### src/rtl/pbta_pkg.sv
// Package with the payload types, codes and palette of the planar bitmap core.
`default_nettype none
package pbta_pkg;

   // Action codes of an input transaction.
   localparam logic ACT_WRITE = 1'b0;
   localparam logic ACT_READ  = 1'b1;

   // Configuration register indexes.
   localparam logic [1:0] CSR_IMAGE_WIDTH  = 2'd0;
   localparam logic [1:0] CSR_IMAGE_HEIGHT = 2'd1;
   localparam logic [1:0] CSR_PLANE_COUNT  = 2'd2;

   // Reset values of the configuration registers.
   localparam logic [7:0] RESET_IMAGE_WIDTH  = 8'd16;
   localparam logic [7:0] RESET_IMAGE_HEIGHT = 8'd16;
   localparam logic [3:0] RESET_PLANE_COUNT  = 4'd2;

   // Fixed ARGB palette selected by the low three bits of the color index.
   localparam logic [31:0] PALETTE [8] = '{
      32'hFFAAAAAA, 32'hFF000000, 32'hFFFFFFFF, 32'hFF6666BB,
      32'hFF999999, 32'hFFBBBBBB, 32'hFFBBAA99, 32'hFFFFAA22
   };

   typedef struct packed {
      logic       action;
      logic [2:0] plane_index;
      logic [6:0] row_index;
      logic [3:0] byte_column;
      logic [7:0] data_byte;
      logic [6:0] pixel_x;
   } req_type;

   typedef struct packed {
      logic [31:0] pixel_argb;
      logic        out_of_range;
   } rsp_type;

   // Classified transaction handed from the front end to the back end.
   typedef struct packed {
      logic       is_read;
      logic       out_of_range;
      logic       write_en;
      logic [2:0] plane;
      logic [7:0] data;
      logic [2:0] bit_sel;
      logic [3:0] plane_cnt;
   } item_ctl_type;

endpackage
`default_nettype wire

### src/rtl/pbta_queue.sv
// Short first-in first-out queue between the front end and the back end.
`default_nettype none
module pbta_queue import pbta_pkg::*; #(
   parameter int WIDTH = 32,
   parameter int DEPTH = 2
) (
   input  wire logic             clock,
   input  wire logic             reset,
   input  wire logic             push,
   input  wire logic [WIDTH-1:0] push_data,
   output logic                  full,
   input  wire logic             pop,
   output logic [WIDTH-1:0]      pop_data,
   output logic                  not_empty
);

   localparam int PTR_W = (DEPTH > 1) ? $clog2(DEPTH) : 1;
   localparam int CNT_W = $clog2(DEPTH + 1);

   logic [WIDTH-1:0] slot_ff [DEPTH];
   logic [PTR_W-1:0] wr_ptr_ff, wr_ptr_in;
   logic [PTR_W-1:0] rd_ptr_ff, rd_ptr_in;
   logic [CNT_W-1:0] count_ff, count_in;
   logic             do_push, do_pop;

   assign full      = (count_ff == CNT_W'(DEPTH));
   assign not_empty = (count_ff != '0);
   assign do_push   = push && !full;
   assign do_pop    = pop && not_empty;
   assign pop_data  = slot_ff[rd_ptr_ff];

   // Pointer and fill count updates, with wrap at the queue depth.
   always_comb begin
      wr_ptr_in = wr_ptr_ff;
      rd_ptr_in = rd_ptr_ff;
      count_in  = count_ff;
      if (do_push) begin
         wr_ptr_in = (wr_ptr_ff == PTR_W'(DEPTH - 1)) ? '0 : wr_ptr_ff + PTR_W'(1);
      end
      if (do_pop) begin
         rd_ptr_in = (rd_ptr_ff == PTR_W'(DEPTH - 1)) ? '0 : rd_ptr_ff + PTR_W'(1);
      end
      if (do_push && !do_pop) begin
         count_in = count_ff + CNT_W'(1);
      end else if (do_pop && !do_push) begin
         count_in = count_ff - CNT_W'(1);
      end
   end

   always_ff @(posedge clock) begin
      if (reset) begin
         wr_ptr_ff <= '0;
         rd_ptr_ff <= '0;
         count_ff  <= '0;
      end else begin
         wr_ptr_ff <= wr_ptr_in;
         rd_ptr_ff <= rd_ptr_in;
         count_ff  <= count_in;
      end
   end

   // Entry storage needs no reset.
   always_ff @(posedge clock) begin
      if (do_push) begin
         slot_ff[wr_ptr_ff] <= push_data;
      end
   end

endmodule
`default_nettype wire

### config.mk
export PLATFORM = sky130hd
export DESIGN_NAME = pbta_queue
export DESIGN_NICKNAME = d
export VERILOG_FILES = /design/src/rtl/pbta_pkg.sv /design/src/rtl/pbta_queue.sv
export SDC_FILE = /design/constraint.sdc
export NUM_CORES = 1
export LEC_CHECK = 0
export ABC_AREA = 1
export BUFFER_PORTS_ARGS = -buffer_cell sky130_fd_sc_hd__buf_4
export CAP_MARGIN = 20
export CORE_UTILIZATION = 30
export DETAILED_ROUTE_END_ITERATION = 10
export SYNTH_ARGS = -nofsm -noshare
export SYNTH_HDL_FRONTEND = slang
export SYNTH_SLANG_ARGS = --single-unit
### constraint.sdc
create_clock -name clock -period 3.38 [get_ports clock]
set_clock_uncertainty 0.1 [all_clocks]
set_input_delay 0.676 -clock clock [delete_from_list [all_inputs] [get_ports clock]]
set_output_delay 0.676 -clock clock [all_outputs]
set_load 0.05 [all_outputs]
# ---- Word level (Yosys, flattened, before mapping)
# Memory sizes are Yosys's and may differ from the RTL's. A register that Yosys moved wholly into a read port is not among the register bits.
# Cells that the tools add are included.
dict set report word_totals {
  reg_bits 4
  ramBits 64
  inputBits 36
  out_inout_bits 34
  wordCells 26
  memories 1
}
dict set report classes {
  addsub 4
  eq_ne 1
  muxes 8
  reduce_logical 9
}
# name depth word_bits read_ports rd_ports_with_merged_regs write_ports line_no
set memory_table {}
lappend memory_table {slot_ff 2 32 1 1 1 pbta_queue.sv:20} ;# logic [WIDTH-1:0] slot_ff [DEPTH];
# op count
set ops {}
lappend ops {{2-to-1 mux 1 bit} 6}
lappend ops {{logical AND 1 bit} 4}
lappend ops {{2-to-1 mux 2 bit} 2}
lappend ops {{nonzero test 2 bit} 2}
lappend ops {{zero test 1 bit} 3}
lappend ops {{adder 1 bit (second input constant)} 2}
lappend ops {{adder 2 x 1 -> 2 bit (second input constant)} 1}
lappend ops {{equality test 2 bit (second input constant)} 1}
lappend ops {{subtractor 2 x 1 -> 2 bit (second input constant)} 1}

# ---- Depth between registers and ports, before layout
dict set report depth {
  word_depth 7
  mapped_depth 10
  ltp_nobuf 10
}

# ---- Worst setup path after synthesis
# No wires, ideal clock.
dict set report synth_path {
  path_kind {input to register}
  start {input port push}
  end {memory slot_ff[1][0], enable pin}
  t_arrival_ps 2096
  path_slack_ps 763
  stages 2
  path_cell_list {o21ai_2 nor2_1}
}
dict set report synth_via {
  elab_chain_len 3
}
# element line_no
set synth_rtl {}
lappend synth_rtl {{from (decl)} pbta_queue.sv:9} ;# input wire logic push,
lappend synth_rtl {{logical AND 1 bit} pbta_queue.sv:28} ;# assign do_push = push && !full;
lappend synth_rtl {{2-to-1 mux 1 bit} pbta_queue.sv:64} ;# if (do_push) begin
lappend synth_rtl {{2-to-1 mux 1 bit (not written as such)} pbta_queue.sv:65} ;# slot_ff[wr_ptr_ff] <= push_data;
lappend synth_rtl {{to (decl)} pbta_queue.sv:20}
# Every way passes these cells.

==> run summary <==
Die Wd - 97.0 um
setup repair bufs after CTS - 0
largest net degree at the start of global routing - 22
die area - 9420 sq um
clk_lat worst skew - 0.32 ns
Post-Syn Instances - 137
share of cells above drive strength 1 - 54.8%
depth of the worst hold-timing path - 2
fin. max-slew vios - 0
Critical Path AT - 1.74 ns
CP cell instances - buf_12 > mux2_2 > buf_4
Fmax - 398 MHz
Critical Path End - pop_data[15]
FF-to-FF path depth - 4
grt total ovfl - 0
yosys warns - 0
core footprint - 8720 sq um
# H-tree levels - 3
initial core utilization - 31.1%
DR vias/cell - 4.12
Final Cycle Share - 74.3%
Cell Count, Final, Fillers Out - 329
placed wire-length estimate - 2900 um
Routed WL - 4380 um
Total Routing Usage GR - 9.95%
# port buffers - 69
Place WS - 1.20 ns
Post-synth EDFFs - 64
first-pass GRT wire length - 7040 um
post-CTS sizing - 0
CTS tree - built
Area contributors post-synth - edfxtp_1 (71%), mux2_4 (17%), dfxtp_1 (3.7%), buf_12 (2.2%), inv_1 (1.1%)
Rel. slew slack - 64.9%
clk sinks - 69
power density over the cells - 826 nW/um^2
post-synthesis sequential area ratio - 74.6%
hold_ws - 0.408 ns
root cell of the clock tree - clkbuf_8
VDD IR-drop max - 0.514 mV
via count - 1355
RePlAce Congestion - 0.641
Worst R2R Setup Slack - 1.61 ns
WP depth - 3
Synth top area share - 70.9%
cell count after placement - 313
RSZ-0062 raised after global routing - false
Pre-Repair DR Iteration Count - 3
reg2reg start - count_ff[1]$_SDFFE_PP0P_
# IOs - 70
P&R area growth vs syn - 31.1%
WP buf/inv - 2
Critical Path Source Type - flip-flop
Setup Viol. Count Final - 0
final hold violations - 0
top_reg_cell synth - edfxtp_1
Net count, final - 253
status - finished, final reports clean
Max-Cap Viols - 0
total chip power - 2.93 mW
DRC - 0
Syn Nets - 174
crit path max-delay cell type - dfxtp_2
Post-Syn Area - 2710 sq um
synthesized area per cell - 19.8 sq um
post-route ant nets - 0
Worst-path clk slew - 0.07 ns
CP delay by family, top - flip-flops
post-synthesis register bit count - 69
Crit path required time - 2.60 ns
Lkg Pwr - 1.41 nW
Synth top cells by count - edfxtp_1 (64), mux2_4 (30), inv_1 (8), nor2_1 (8), nand2_1 (7)
vias in the first global route - 1467
fillers - 807
diode count - 0
row cnt - 34
fraction of registers with async set or reset after synthesis - 0%
CP Class - flip-flop to primary output
initial antenna violation count - 0
multi-input logic area - 602 sq um
crit path capture type - primary output
wire per inst - 13.3 um
PnR worst setup slack - 0.867 ns
Hold Startpoint - rd_ptr_ff$_SDFFE_PP0P_
Inserted Clock Buffers - 9
Hold Path Class - flip-flop to flip-flop
Post-Route Setup TNS - 0 ns
Crit path largest cell delay - 0.59 ns
Worst Path Max Fanout - 21
FF-to-FF End - slot_ff[0][9]$_DFFE_PP_
Worst Tran Pin Value - 0.526 ns
Hold Buf Count CTS - 0
Die H - 97.0 um
Reg area - 2020 sq um
Cell variety after synth - 15
starting DRC count in detailed routing - 31
Final Critical Period - 2.51 ns
most common cell in the netlist - edfxtp_1
buffer depth of the longest clock path - 2
leading area contributor after synthesis - edfxtp_1
==> layout by cell type, fill, tap and decap left out <==
| cell type | count |
|---|---|
| a21oi_1 | 2 |
| buf_12 | 1 |
| buf_4 | 71 |
| bufinv_16 | 2 |
| clkbuf_1 | 3 |
| clkbuf_8 | 9 |
| clkinv_2 | 1 |
| clkinv_4 | 1 |
| dfxtp_1 | 4 |
| dfxtp_2 | 1 |
| edfxtp_1 | 64 |
| ha_1 | 1 |
| inv_1 | 8 |
| mux2_2 | 2 |
| mux2_4 | 30 |
| nand2_1 | 7 |
| nand3_1 | 2 |
| nand4_1 | 1 |
| nor2_1 | 6 |
| nor2_4 | 2 |
| o21ai_0 | 2 |
| o21ai_2 | 1 |
==> power by group <==
group / internal, mW / switching [mW]
clock: 0.417 / 0.292
sequential: 1.08 / 0.0578
combinational: 0.400 / 0.685
total: 1.90 / 1.03
==> cell families (layout without fill, tap and decap cells) <==
logic type      Yosys count  count (layout)  share of synthesized area [%]
fa+ha+maj                 1               1                          0.462
simple gates             18              18                           2.68
compound gates            5               5                           1.06
buf+inv                  12              96                           3.74
flops                    69              69                           74.6
mux                      32              32                           17.5
==> state kept, by name, indices dropped and copies added (netlist names), named ones only <==
register and cells:
slot_ff 64, rd_ptr_ff 1, wr_ptr_ff 1, count_ff 2
==> per-stage QoR <==
step / utilization, % / area, sq um
final: 40.7 / 3550
after CTS: 40.7 / 3550
after global routing: 40.7 / 3550
after detailed placement: 38.3 / 3340
after floorplan: - / 2710
after global placement: 38.3 / 3340
==> layer usage <==
layer	share of wire [%]	vias up	GRT usage, %
met5	0	-	0
li1	-	669	-
met3	7.1	8	4.62
met1	44	629	11.7
met2	48	49	15.7
met4	1.4	0	4.13
==> worst min-delay path by stage <==
stage | to | slack, ns
4_1_cts | slot_ff[0][3]$_DFFE_PP_ | 0.40
6_report | rd_ptr_ff$_SDFFE_PP0P_ | 0.41
3_5_place_dp | rd_ptr_ff$_SDFFE_PP0P_ | 0.40
3_3_place_gp | rd_ptr_ff$_SDFFE_PP0P_ | 0.38
2_1_floorplan | flip-flop | 0.36
5_1_grt | slot_ff[1][8]$_DFFE_PP_ | 0.39
==> tightest hold or removal path: stages (launching register included) <==
cell and delay, ns:
dfxtp_1 0.33, a21oi_1 0.06, nor2_1 0.09
==> final cells by class <==
class | count | share of cell area (%)
sequential | 69 | 57.0
multi-input combinational | 56 | 16.9
clock buffer | 12 | 3.80
clock inverter | 4 | 2.08
timing repair buffer | 72 | 15.6
inverter | 8 | 0.845
tap | 108 | 3.80
No activity file was read; power rests on OpenSTA's default activity.
