--- config.mk ---
export PLATFORM = sky130hd
export DESIGN_NAME = pbta_front
export DESIGN_NICKNAME = d
export VERILOG_FILES = /design/src/rtl/pbta_pkg.sv /design/src/rtl/pbta_front.sv
export SDC_FILE = /design/constraint.sdc
export NUM_CORES = 1
export LEC_CHECK = 0
export ABC_AREA = 0
export BUFFER_PORTS_ARGS = -buffer_cell sky130_fd_sc_hd__buf_2
export CORE_ASPECT_RATIO = 1.5
export CORE_MARGIN = 5
export CORE_UTILIZATION = 47
export CTS_BUF_LIST = sky130_fd_sc_hd__clkbuf_8
export CTS_CLUSTER_DIAMETER = 120
export DETAILED_ROUTE_END_ITERATION = 12
export HOLD_SLACK_MARGIN = 0.05
export MAX_ROUTING_LAYER = met4
export PLACE_DENSITY = 0.83
export SLEW_MARGIN = 20
export SYNTH_ARGS = -nofsm -noshare
export SYNTH_HDL_FRONTEND = slang
export SYNTH_SLANG_ARGS = --single-unit
export TNS_END_PERCENT = 10
--- constraint.sdc ---
create_clock -name clock -period 2.6 [get_ports clock]
set_input_delay 0.26 -clock clock [delete_from_list [all_inputs] [get_ports clock]]
set_output_delay 0.26 -clock clock [all_outputs]
set_load 0.01 [all_outputs]
--- src/rtl/pbta_pkg.sv ---
// Package with the payload types, codes and palette of the planar bitmap core.
`default_nettype none
package pbta_pkg;

   // Action codes of an input transaction.
   localparam logic ACT_WRITE = 1'b0;
   localparam logic ACT_READ  = 1'b1;

   // Configuration register indexes.
   localparam logic [1:0] CSR_IMAGE_WIDTH  = 2'd0;
   localparam logic [1:0] CSR_IMAGE_HEIGHT = 2'd1;
   localparam logic [1:0] CSR_PLANE_COUNT  = 2'd2;

   // Reset values of the configuration registers.
   localparam logic [7:0] RESET_IMAGE_WIDTH  = 8'd16;
   localparam logic [7:0] RESET_IMAGE_HEIGHT = 8'd16;
   localparam logic [3:0] RESET_PLANE_COUNT  = 4'd2;

   // Fixed ARGB palette selected by the low three bits of the color index.
   localparam logic [31:0] PALETTE [8] = '{
      32'hFFAAAAAA, 32'hFF000000, 32'hFFFFFFFF, 32'hFF6666BB,
      32'hFF999999, 32'hFFBBBBBB, 32'hFFBBAA99, 32'hFFFFAA22
   };

   typedef struct packed {
      logic       action;
      logic [2:0] plane_index;
      logic [6:0] row_index;
      logic [3:0] byte_column;
      logic [7:0] data_byte;
      logic [6:0] pixel_x;
   } req_type;

   typedef struct packed {
      logic [31:0] pixel_argb;
      logic        out_of_range;
   } rsp_type;

   // Classified transaction handed from the front end to the back end.
   typedef struct packed {
      logic       is_read;
      logic       out_of_range;
      logic       write_en;
      logic [2:0] plane;
      logic [7:0] data;
      logic [2:0] bit_sel;
      logic [3:0] plane_cnt;
   } item_ctl_type;

endpackage
`default_nettype wire

--- src/rtl/pbta_front.sv ---
// Front end: configuration registers, transaction acceptance and classification.
`default_nettype none
module pbta_front import pbta_pkg::*; #(
   parameter int MAX_WIDTH  = 128,
   parameter int MAX_HEIGHT = 128,
   parameter int MAX_PLANES = 8,
   parameter int ADDR_W     = 11
) (
   input  wire logic        clock,
   input  wire logic        reset,
   input  wire logic        start,
   input  wire req_type     req_data,
   input  wire logic        queue_full,
   output logic             push,
   output item_ctl_type     push_ctl,
   output logic [ADDR_W-1:0] push_addr,
   input  wire logic        csr_valid,
   output logic             csr_ready,
   input  wire logic [1:0]  csr_index,
   input  wire logic [7:0]  csr_wdata
);

   localparam int ROW_SLOTS = ((MAX_WIDTH + 15) / 16) * 2;

   logic [7:0] width_ff, height_ff;
   logic [3:0] planes_ff;
   logic [7:0] width_eff, height_eff;
   logic [3:0] planes_eff;
   logic [5:0] row_len;
   logic       is_read, read_in_range, write_ok;
   logic [3:0] col_sel;

   // Configuration writes are always taken.
   assign csr_ready = 1'b1;

   always_ff @(posedge clock) begin
      if (reset) begin
         width_ff  <= RESET_IMAGE_WIDTH;
         height_ff <= RESET_IMAGE_HEIGHT;
         planes_ff <= RESET_PLANE_COUNT;
      end else if (csr_valid && csr_ready) begin
         case (csr_index)
            CSR_IMAGE_WIDTH:  width_ff  <= csr_wdata;
            CSR_IMAGE_HEIGHT: height_ff <= csr_wdata;
            CSR_PLANE_COUNT:  planes_ff <= csr_wdata[3:0];
            default: ;
         endcase
      end
   end

   // Saturate the registers at the storage limits.
   always_comb begin
      width_eff  = (32'(width_ff) > MAX_WIDTH) ? 8'(MAX_WIDTH) : width_ff;
      height_eff = (32'(height_ff) > MAX_HEIGHT) ? 8'(MAX_HEIGHT) : height_ff;
      planes_eff = (32'(planes_ff) > MAX_PLANES) ? 4'(MAX_PLANES) : planes_ff;
      row_len    = 6'(((9'(width_eff) + 9'd15) >> 4) << 1);
   end

   // Classify the transaction and form its bank address.
   always_comb begin
      is_read       = (req_data.action == ACT_READ);
      read_in_range = (8'(req_data.pixel_x) < width_eff) &&
                      (8'(req_data.row_index) < height_eff);
      write_ok      = (32'(req_data.plane_index) < MAX_PLANES) &&
                      (8'(req_data.row_index) < height_eff) &&
                      (6'(req_data.byte_column) < row_len);
      col_sel       = is_read ? req_data.pixel_x[6:3] : req_data.byte_column;

      push_ctl.is_read      = is_read;
      push_ctl.out_of_range = is_read && !read_in_range;
      push_ctl.write_en     = !is_read && write_ok;
      push_ctl.plane        = req_data.plane_index;
      push_ctl.data         = req_data.data_byte;
      push_ctl.bit_sel      = req_data.pixel_x[2:0];
      push_ctl.plane_cnt    = planes_eff;
      push_addr = ADDR_W'(32'(req_data.row_index) * ROW_SLOTS + 32'(col_sel));
   end

   assign push = start && !queue_full;

endmodule
`default_nettype wire

==> Word level (Yosys, flattened, before mapping) <==
Cells that the tools add are included.
{ "classes": {"n_addsub": 2, "order_cmp": 6, "n_eq_ne": 2, "n_mux": 4, "reduce_logical": 12} }
{ "ops": {"columns": ["operator", "n"], "rows": [
  ["$gt A8 B8 Y1 const B", 2],
  ["$lt A7 B8 Y1", 2],
  ["$mux W8", 2],
  ["$add A11 B4 Y11", 1],
  ["$add A8 B4 Y9 const B", 1],
  ["$mux W4", 2],
  ["$lt A4 B6 Y1", 1],
  ["$reduce_and A2 Y1", 3],
  ["$logic_and A1 B1 Y1", 5],
  ["$gt A4 B4 Y1 const B", 1],
  ["$logic_not A1 Y1", 3],
  ["$eq A2 B1 Y1 const B", 1],
  ["$eq A2 B2 Y1 const B", 1],
  ["$logic_not A2 Y1", 1]
]} }
{ "totals": {"register_bits": 20, "in_bits": 45, "out_inout_bits": 34, "word_cells": 29} }

==> Logic depth before layout (Yosys ltp) <==
Gate-level depths: netlist of run 1.
{ "logic_depth": {"word_depth": 6, "mapped_depth": 8, "depth_no_buf": 8} }

==> Worst setup path before layout of run 1 <==
No wires, ideal clock.
{ "synth_path": {"kind": "reg-to-output", "from": "register width_ff[0]", "to": "output push_ctl[18] (netlist bit)", "t_arrival_ns": 1.933, "required_time_ns": 2.340, "slack_ns": 0.407, "stages_incl_launch_ff": 9, "path_buffers": 0, "cell_sequence": "dfxtp_1 o41ai_2 xnor2_1 nand2b_1 ha_1 nor4b_1 mux2_1 o21bai_1 a211oi_2"} }
{ "synth_lines": {"columns": ["element", "line_no", "text"], "rows": [
  ["start, declared", "pbta_front.sv:25", "logic [7:0] width_ff, height_ff;"],
  ["start signal, assigned", "pbta_front.sv:43", "CSR_IMAGE_WIDTH: width_ff <= csr_wdata;"],
  ["end, declared", "pbta_front.sv:15", "output item_ctl_type push_ctl,"]
]} }

==> results of run 1 <==
[synthesized netlist by cell type]
master	n	area (sq um)
a32o_1	1	10.0
conb_1	1	3.75
nor3b_1	1	7.51
nor3b_4	1	18.8
inv_1	3	11.3
nand3_1	1	5.00
buf_6	1	11.3
o41ai_2	1	16.3
nor4_2	1	12.5
dfxtp_1	20	400
a211o_1	3	26.3
mux2_1	5	56.3
a211o_2	1	10.0
nand2b_1	13	81.3
xor2_1	1	8.76
nor2b_1	6	37.5
o21a_1	1	7.51
clkbuf_1	5	18.8
a211oi_2	1	12.5
o2111ai_1	1	8.76
nor4_1	1	6.26
buf_4	23	173
a21oi_1	5	25.0
nand3b_1	2	15.0
nor4b_1	2	17.5
ha_1	14	175
o21bai_1	1	7.51
a21o_1	2	15.0
a31oi_1	2	12.5
buf_2	2	10.0
o21ai_0	2	10.0
or3b_1	1	8.76
nor2_1	23	86.3
xnor2_1	1	8.76
o21ai_1	1	5.00
and2b_2	1	8.76
mux2i_1	16	160
nand2_1	1	3.75
nand4_1	1	6.26
[power by group through the flow]
stage	registers, W	logic (W)	clock network [W]
2_1_floorplan	0.000331	0.000145	0
3_3_place_gp	0.000335	0.000175	0
3_5_place_dp	0.000336	0.000179	0
4_1_cts	0.000330	0.000183	0.000197
5_1_grt	0.000331	0.000211	0.000212
6_report	0.000330	0.000185	0.000191
[worst max-delay path, stage by stage (launching register included)]
cell and delay, ns:
dfxtp_4 0.36, o41ai_4 0.38, xnor2_1 0.16, nand2b_1 0.08
ha_2 0.19, nor4b_2 0.21, mux2_4 0.18, o21bai_1 0.07
a211oi_2 0.17, buf_2 0.16
[per-stage QoR]
stage                     power (W)  instance area (sq um)
after floorplan            0.000476                   1520
after global placement     0.000510                   1640
after detailed placement   0.000515                   1640
after CTS                  0.000711                   1700
after global routing       0.000754                   1720
final                      0.000706                   1720
[layer usage]
metal / GRT usage / vias to the layer above / wire length [microns]
met3: 0.0307 / 4 / 173
met1: 0.158 / 588 / 1210
li1: - / 622 / -
met5: - / - / 0
met4: 0.0285 / 0 / 38
met2: 0.279 / 39 / 1700
[area by class of cell]
cell class	instances	area (sq um)	area share
multi-input combinational	115	925	0.537
sequential	20	405	0.235
timing repair buffer	57	290	0.168
tap	40	50.0	0.0290
clock buffer	3	41.3	0.0240
inverter	3	11.3	0.00654
[cells by family after synthesis]
family                     count (synthesis)
AOI/OAI and AO/OA                         22
xor gates and xnor gates                   2
adders and majority gates                 14
buffers and inverters                     34
DFF                                       20
muxes                                     21
other                                      1
and+or+nand+nor                           55
[state kept, by name (all words and copies together) (netlist names)]
signal and cells:
width_ff 8, planes_ff 4, height_ff 8
[layout by cell type, fill, tap and decap left out, types with 2 or more instances in the layout]
| cell type | netlist | final |
|---|---|---|
| buf_4 | 23 | 2 |
| nor2b_1 | 6 | 6 |
| a21oi_1 | 5 | 5 |
| mux2_1 | 5 | 4 |
| mux2i_1 | 16 | 16 |
| a21o_1 | 2 | 2 |
| a31oi_1 | 2 | 2 |
| a211o_1 | 3 | 3 |
| nand3b_1 | 2 | 2 |
| nand2b_1 | 13 | 13 |
| clkbuf_8 | 0 | 3 |
| ha_1 | 14 | 13 |
| nor4_2 | 1 | 2 |
| o21ai_1 | 1 | 2 |
| buf_2 | 2 | 55 |
| dfxtp_1 | 20 | 18 |
| nor2_1 | 23 | 23 |
| inv_1 | 3 | 3 |
[worst paths after layout]
check / startpoint / endpoint / slack, ns / cells past startpoint
worst max-delay path: width_ff[3]$_SDFFE_PP0P_ / push_ctl[18] / 0.14 / 9
worst min-delay path: csr_wdata[4] / width_ff[4]$_SDFFE_PP1P_ / 0.23 / 2
worst max register to register: width_ff[4]$_SDFFE_PP1P_ / width_ff[4]$_SDFFE_PP1P_ / 1.70 / 2
worst min register to register: planes_ff[1]$_SDFFE_PP1P_ / planes_ff[1]$_SDFFE_PP1P_ / 0.46 / 1
[repair_timing]
| action | CTS | global route |
|---|---|---|
| resized for setup | 2 | 7 |
| setup endpoints to repair | 1 | 1 |
| buffers inserted | 1 | 1 |
| pin swaps | 1 | 7 |
==> results.cfg, run 1 <==
[final_layout]
finish.utilization = 0.551
nets = 259
layout-drive-gt1-share = 0.364
syn2layout_area_growth_pct = 13.4
layout.cells.non_filler = 238
final.fill_count = 322
antenna_cells = 0

[sta]
setup_tns_ns = 0
slew_violations = 0
tightest_slew_ns = 0.515
period_needed_ns = 2.46
setup_slack_ns = 0.141
max_slew_margin = 0.656
skew_ns = 0
finalSetupViolCount = 0
hold_slack_ns = 0.233
finalHoldViolCount = 0
fmax_ghz = 0.407
min_period_over_period = 0.946

[worst_setup_path]
path_max_fanout = 4
end_kind = output pin
cp_data_required_time_ns = 2.34
start_kind = flip-flop
critPathKind = flip-flop to output pin
crit_arrival_ns = 2.20

[drt]
drc = 0
avgViaCountPerCell = 5.26
wl_microns = 3120
dr.first_iter.drc_count = 24
wl_per_cell_microns = 13.1
drtPass1Iterations = 4
antenna_left = 0
num_vias = 1253

[logic_synthesis]
ys_seq_area_frac = 0.264
synthAdderAreaFrac = 0.115
synth_area_sq_um = 1520
synth-seq-cells = 20
yosys_warnings = 0
synthXorXnorAreaFrac = 0.0115
postSynthCellCount = 169
synth_top_family_by_area = simple AND/OR/NAND/NOR gates
synth-simple-area-share = 0.208
syn_nets = 228
ys_types = 39
syn_area_per_cell_sq_um = 8.99
synth_compound_area_frac = 0.110
muxShareOfSynthArea = 0.143

[die]
io_pins = 79
start_util = 0.486
rows = 25
die_area_sq_um = 4490
coreArea_sq_um = 3130
die_y_microns = 79.6
die_w_microns = 56.4

[power]
p_sw_w = 0.000190
p_sw_frac = 0.269
p_leak_nw = 0.829
seqPwrFrac = 0.467
p_int_w = 0.000516
vdd_drop_max_mv = 0.303
pwr-share-clk = 0.270
p_comb_frac = 0.263
power_density_nw_per_um2 = 410

[clock_network]
clkSinkCount = 20
cts_buffer_depth = 2
cts_hold_buf = 0
cts_tree = yes
cts-root-buf = clkbuf_8
clk_pin_slew_ns = 0.07
insertion_delay_ns = 0.25
numCtsBuffers = 3
htreeDepth = 1

[status]
status = finished, final reports clean

[placement]
hpwl_microns = 2610
portBuffers = 55
placed_cells = 234
pre_cts_slack_ns = 0.207
gp_congestion = 0.867

[grt]
grt_pass1_wl_microns = 5340
grt_util_all_layers = 0.148
grt-ovfl-total = 0
grt_pass1_vias = 1250
grt_max_degree = 21
antenna_found_initial = 0

[worst_hold_path]
hold_class = input port to flip-flop

[flow_run]
drv_cap = 0
Power figures use the tool's default switching activity.
==> inputs of run 2 (changes only) <==
--- a/config.mk
+++ b/config.mk
@@ -9,13 +9,13 @@
 export BUFFER_PORTS_ARGS = -buffer_cell sky130_fd_sc_hd__buf_2
 export CORE_ASPECT_RATIO = 1.5
 export CORE_MARGIN = 5
-export CORE_UTILIZATION = 47
-export CTS_BUF_LIST = sky130_fd_sc_hd__clkbuf_8
+export CORE_UTILIZATION = 45
+export CTS_BUF_LIST = sky130_fd_sc_hd__clkbuf_8 sky130_fd_sc_hd__clkbuf_16
 export CTS_CLUSTER_DIAMETER = 120
 export DETAILED_ROUTE_END_ITERATION = 12
 export HOLD_SLACK_MARGIN = 0.05
 export MAX_ROUTING_LAYER = met4
-export PLACE_DENSITY = 0.83
+export PLACE_DENSITY = 0.8
 export SLEW_MARGIN = 20
 export SYNTH_ARGS = -nofsm -noshare
 export SYNTH_HDL_FRONTEND = slang
==> results.cfg, run 2 (synthesis gave the netlist of run 1 again) <==
[status]
status = finished, final reports clean

[grt]
grt-ovfl-total = 0
grt_util_all_layers = 0.144
grt_pass1_wl_microns = 5110
grt_max_degree = 21
antenna_found_initial = 0
grt_pass1_vias = 1173

[clock_network]
htreeDepth = 1
clk_pin_slew_ns = 0.08
clkSinkCount = 20
cts_tree = yes
cts-root-buf = clkbuf_8
cts_buffer_depth = 2
numCtsBuffers = 3
insertion_delay_ns = 0.26

[worst_hold_path]
hold_path_end = width_ff[4]$_SDFFE_PP1P_
whs_path_depth = 2
hold_class = input port to flip-flop
min_from = csr_wdata[4]

[sta]
setup_tns_ns = 0
min_period_over_period = 0.973
fmax_ghz = 0.395
tightest_slew_ns = 0.521
finalSetupViolCount = 0
max_slew_margin = 0.652
slew_violations = 0
finalHoldViolCount = 0
skew_ns = 0
period_needed_ns = 2.53
rsz0062_at_grt = yes

[drt]
avgViaCountPerCell = 5.12
dr.first_iter.drc_count = 25
antenna_left = 0
wl_microns = 3150
drc = 0
wl_per_cell_microns = 13.1
drtPass1Iterations = 4
num_vias = 1228

[worst_setup_path]
reg2reg_depth = 2
reg2reg_setup_slack_ns = 1.70
start_kind = flip-flop
end_kind = output pin
path_max_fanout = 4
critPathKind = flip-flop to output pin
r2r-start = width_ff[4]$_SDFFE_PP1P_
cp_data_required_time_ns = 2.34
timing.rr.end = width_ff[4]$_SDFFE_PP1P_
crit_arrival_ns = 2.27

[placement]
gp_congestion = 0.803
portBuffers = 55
hpwl_microns = 2480

[final_layout]
layout-drive-gt1-share = 0.375
multi_input_area_sq_um = 925
seq_area_sq_um = 407
antenna_cells = 0
reg_top3 = height_ff (8), width_ff (8), planes_ff (4)
final.fill_count = 310
syn2layout_area_growth_pct = 16.0
mostFrequentLayoutCells = 55 x buf_2, 23 x nor2_1, 17 x dfxtp_1
layout_commonest_cell = buf_2
nets = 260

[die]
start_util = 0.476
io_pins = 79
die_area_sq_um = 4660
coreArea_sq_um = 3190
rows = 25
die_w_microns = 57.4
die_y_microns = 81.2

[power]
vdd_drop_max_mv = 0.386
p_leak_nw = 0.847
finalPower_w = 0.000825
power_density_nw_per_um2 = 469

[flow_run]
drv_cap = 0
## run 2: cell count changes in the layout (fill, tap and decap cells not counted)
cell,delta
dfxtp_2,+1
bufinv_16,+1
dfxtp_1,-1
o21ai_0,+1
buf_4,+1
o21ai_1,-1
## run 2: layout make-up
class,instances,share of cell area
clock buffers,3,0.0234
well taps,40,0.0284
multi-input cells,115,0.525
clock inverters,1,0.0170
flip-flops and latches,20,0.231
repair buffers,58,0.169
inverters,3,0.00639
## run 2: where the power goes
| part | internal [W] | total [W] | switching, W |
|---|---|---|---|
| Combinational | 0.0000968 | 0.000187 | 0.0000906 |
| Clock | 0.000206 | 0.000308 | 0.000103 |
| Sequential | 0.000317 | 0.000330 | 0.0000127 |
| Total | 0.000620 | 0.000825 | 0.000206 |
## run 2: worst max-delay path by stage
stage / end / startpoint / depth (start not counted) / slack [ns]
final: push_ctl[18] / width_ff[0]$_SDFFE_PP0P_ / 9 / 0.07
after global routing: push_ctl[18] / width_ff[0]$_SDFFE_PP0P_ / 9 / -0.05
after CTS: push_ctl[18] / width_ff[3]$_SDFFE_PP0P_ / 9 / 0.02
after detailed placement: push_ctl[18] / width_ff[0]$_SDFFE_PP0P_ / 9 / 0.22
after global placement: push_ctl[18] / width_ff[0]$_SDFFE_PP0P_ / 9 / 0.25
after floorplan: push_ctl[18] / width_ff[0]$_SDFFE_PP0P_ / 8 / 0.41
## run 2: timing repair
action | CTS | global route
setup buffers | 0 | 2
gates resized for setup | 4 | 5
pin swaps | 1 | 6
cloned | 0 | 0
setup endpoints to repair | 1 | 1
hold buffers | 0 | 0
## run 2: routing by layer
metal  share of wire  GRT usage
met4           0.028     0.0696
met5               0          -
met3           0.058     0.0286
met2            0.51      0.232
met1            0.40      0.169
## run 2: critical path, stage by stage (launching register included)
cell	delay, ns
dfxtp_4	0.36
o41ai_4	0.38
xnor2_1	0.15
nand2b_1	0.10
ha_2	0.22
nor4b_2	0.22
mux2_4	0.18
o21bai_1	0.06
a211oi_2	0.16
buf_2	0.16
## run 2: stage by stage
stage / area (sq um) / hold WS [ns] / std cells / util / setup slack, ns
after floorplan: 1520 / 0.378 / 169 / - / 0.407
after global placement: 1640 / 0.440 / 234 / 0.514 / 0.253
after detailed placement: 1640 / 0.447 / 234 / 0.514 / 0.215
after CTS: 1730 / 0.236 / 238 / 0.542 / 0.0210
after global routing: 1760 / 0.237 / 240 / 0.552 / -0.0507
final: 1760 / 0.229 / 240 / 0.552 / 0.0712
==> inputs of run 3 (changes only) <==
--- a/config.mk
+++ b/config.mk
@@ -9,13 +9,13 @@
 export BUFFER_PORTS_ARGS = -buffer_cell sky130_fd_sc_hd__buf_2
 export CORE_ASPECT_RATIO = 1.5
 export CORE_MARGIN = 5
-export CORE_UTILIZATION = 45
+export CORE_UTILIZATION = 49
 export CTS_BUF_LIST = sky130_fd_sc_hd__clkbuf_8 sky130_fd_sc_hd__clkbuf_16
 export CTS_CLUSTER_DIAMETER = 120
 export DETAILED_ROUTE_END_ITERATION = 12
 export HOLD_SLACK_MARGIN = 0.05
 export MAX_ROUTING_LAYER = met4
-export PLACE_DENSITY = 0.8
+export PLACE_DENSITY = 0.86
 export SLEW_MARGIN = 20
 export SYNTH_ARGS = -nofsm -noshare
 export SYNTH_HDL_FRONTEND = slang
==> constraint.sdc (replaced) <==
create_clock -name clock -period 3.3 [get_ports clock]
set_input_delay 0.33 -clock clock [delete_from_list [all_inputs] [get_ports clock]]
set_output_delay 0.33 -clock clock [all_outputs]
set_load 0.01 [all_outputs]
==> results.cfg, run 3 (synthesis gave the netlist of run 1 again) <==
[drt]
avgViaCountPerCell = 5.09
wl_microns = 2970
wl_per_cell_microns = 12.5
antenna_left = 0
dr.first_iter.drc_count = 18
num_vias = 1206
drc = 0
drtPass1Iterations = 4

[final_layout]
multi_input_area_sq_um = 895
syn2layout_area_growth_pct = 11.4
antenna_cells = 0
layout_commonest_cell = buf_2
reg_top3 = height_ff (8), width_ff (8), planes_ff (4)
layout.cells.non_filler = 237
seq_area_sq_um = 400
finish.utilization = 0.575
nets = 258
layout-drive-gt1-share = 0.333
final.fill_count = 306
mostFrequentLayoutCells = 55 x buf_2, 23 x nor2_1, 20 x dfxtp_1

[clock_network]
cts_setup_buffers = 0
cts-root-buf = clkbuf_8
clk_pin_slew_ns = 0.07
htreeDepth = 1
postCtsResizedCells = 0
clkSinkCount = 20
insertion_delay_ns = 0.25
cts_hold_buf = 0
cts_buffer_depth = 2
numCtsBuffers = 3
cts_tree = yes

[worst_setup_path]
critPathKind = flip-flop to output pin
timing.rr.end = width_ff[4]$_SDFFE_PP1P_
crit_chain = o41ai_2, xnor2_1, nand2b_1, ha_1, nor4b_1, mux2_1, o21bai_1, a211oi_2, buf_2
reg2reg_depth = 2
path_max_fanout = 4
reg2reg_setup_slack_ns = 2.42
end_kind = output pin
critPathBufInv = 1
r2r-start = width_ff[4]$_SDFFE_PP1P_
cp_data_required_time_ns = 2.97
start_kind = flip-flop
crit_family = compound AO/OA/AOI/OAI gates
cp_slowest_cell = o41ai_2
cp_slowest_stage_delay_ns = 0.48
crit_arrival_ns = 2.42

[placement]
hpwl_microns = 2470
gp_congestion = 0.748
pre_cts_slack_ns = 0.824
placed_cells = 233
portBuffers = 55

[grt]
grt_pass1_vias = 1232
grt-ovfl-total = 0
antenna_found_initial = 0
grt_util_all_layers = 0.148
grt_pass1_wl_microns = 5210
grt_max_degree = 21

[worst_hold_path]
hold_path_end = width_ff[4]$_SDFFE_PP1P_
hold_class = input port to flip-flop
whs_path_depth = 2
min_from = csr_wdata[4]

[sta]
period_needed_ns = 2.75
fmax_ghz = 0.364
finalHoldViolCount = 0
tightest_slew_ns = 0.510
rsz0062_at_grt = no
skew_ns = 0
setup_tns_ns = 0
finalSetupViolCount = 0
min_period_over_period = 0.832
setup_slack_ns = 0.553
max_slew_margin = 0.659
slew_violations = 0

[power]
seqPwrFrac = 0.450
power_density_nw_per_um2 = 340
pwr-share-clk = 0.309
p_sw_w = 0.000149
p_sw_frac = 0.259
finalPower_w = 0.000576
p_int_w = 0.000426
p_leak_nw = 0.821
p_comb_frac = 0.241
vdd_drop_max_mv = 0.267

[status]
status = finished, final reports clean

[die]
io_pins = 79
rows = 24
coreArea_sq_um = 2940
die_area_sq_um = 4340
start_util = 0.516
die_y_microns = 78.2
die_w_microns = 55.5

[flow_run]
drv_cap = 0
[run 3: worst register-to-register path, delay by kind of cell (launching register included)]
family | cells | cell delay, ns
AOI/OAI and AO/OA | 1 | 0.27
DFF | 1 | 0.36
and+or+nand+nor | 1 | 0.15
[run 3: layout make-up]
class,instances,area share
Multi-Input combinational cell,115,0.528
Sequential cell,20,0.237
Timing Repair Buffer,56,0.167
Clock buffer,4,0.0325
Tap cell,39,0.0288
Inverter,3,0.00665
[run 3: stage by stage]
step	hold slack (ns)	area [sq um]
final	0.322	1690
after global routing	0.327	1690
after CTS	0.327	1690
after detailed placement	0.448	1640
after global placement	0.439	1640
after floorplan	0.427	1520
[run 3: worst max-delay path by stage]
stage | from | endpoint | slack [ns] | cells past startpoint
global placement | width_ff[0]$_SDFFE_PP0P_ | push_ctl[18] | 0.89 | 9
CTS | width_ff[0]$_SDFFE_PP0P_ | push_ctl[18] | 0.52 | 9
finish | width_ff[0]$_SDFFE_PP0P_ | push_ctl[18] | 0.55 | 9
floorplan | width_ff[0]$_SDFFE_PP0P_ | push_ctl[18] | 1.04 | 8
detailed placement | width_ff[0]$_SDFFE_PP0P_ | push_ctl[18] | 0.82 | 9
global route | width_ff[0]$_SDFFE_PP0P_ | push_ctl[18] | 0.37 | 9
[run 3: layer usage]
layer,GRT usage,wire (microns)
met5,-,0
met4,0.0438,14
met3,0.0328,193
met2,0.264,1550
met1,0.164,1210
[run 3: power by group through the flow]
stage,clock [W],combinational (W),sequential [W]
2_1_floorplan,0,0.000114,0.000261
3_3_place_gp,0,0.000138,0.000264
3_5_place_dp,0,0.000141,0.000265
4_1_cts,0.000184,0.000142,0.000259
5_1_grt,0.000193,0.000160,0.000261
6_report,0.000178,0.000139,0.000259
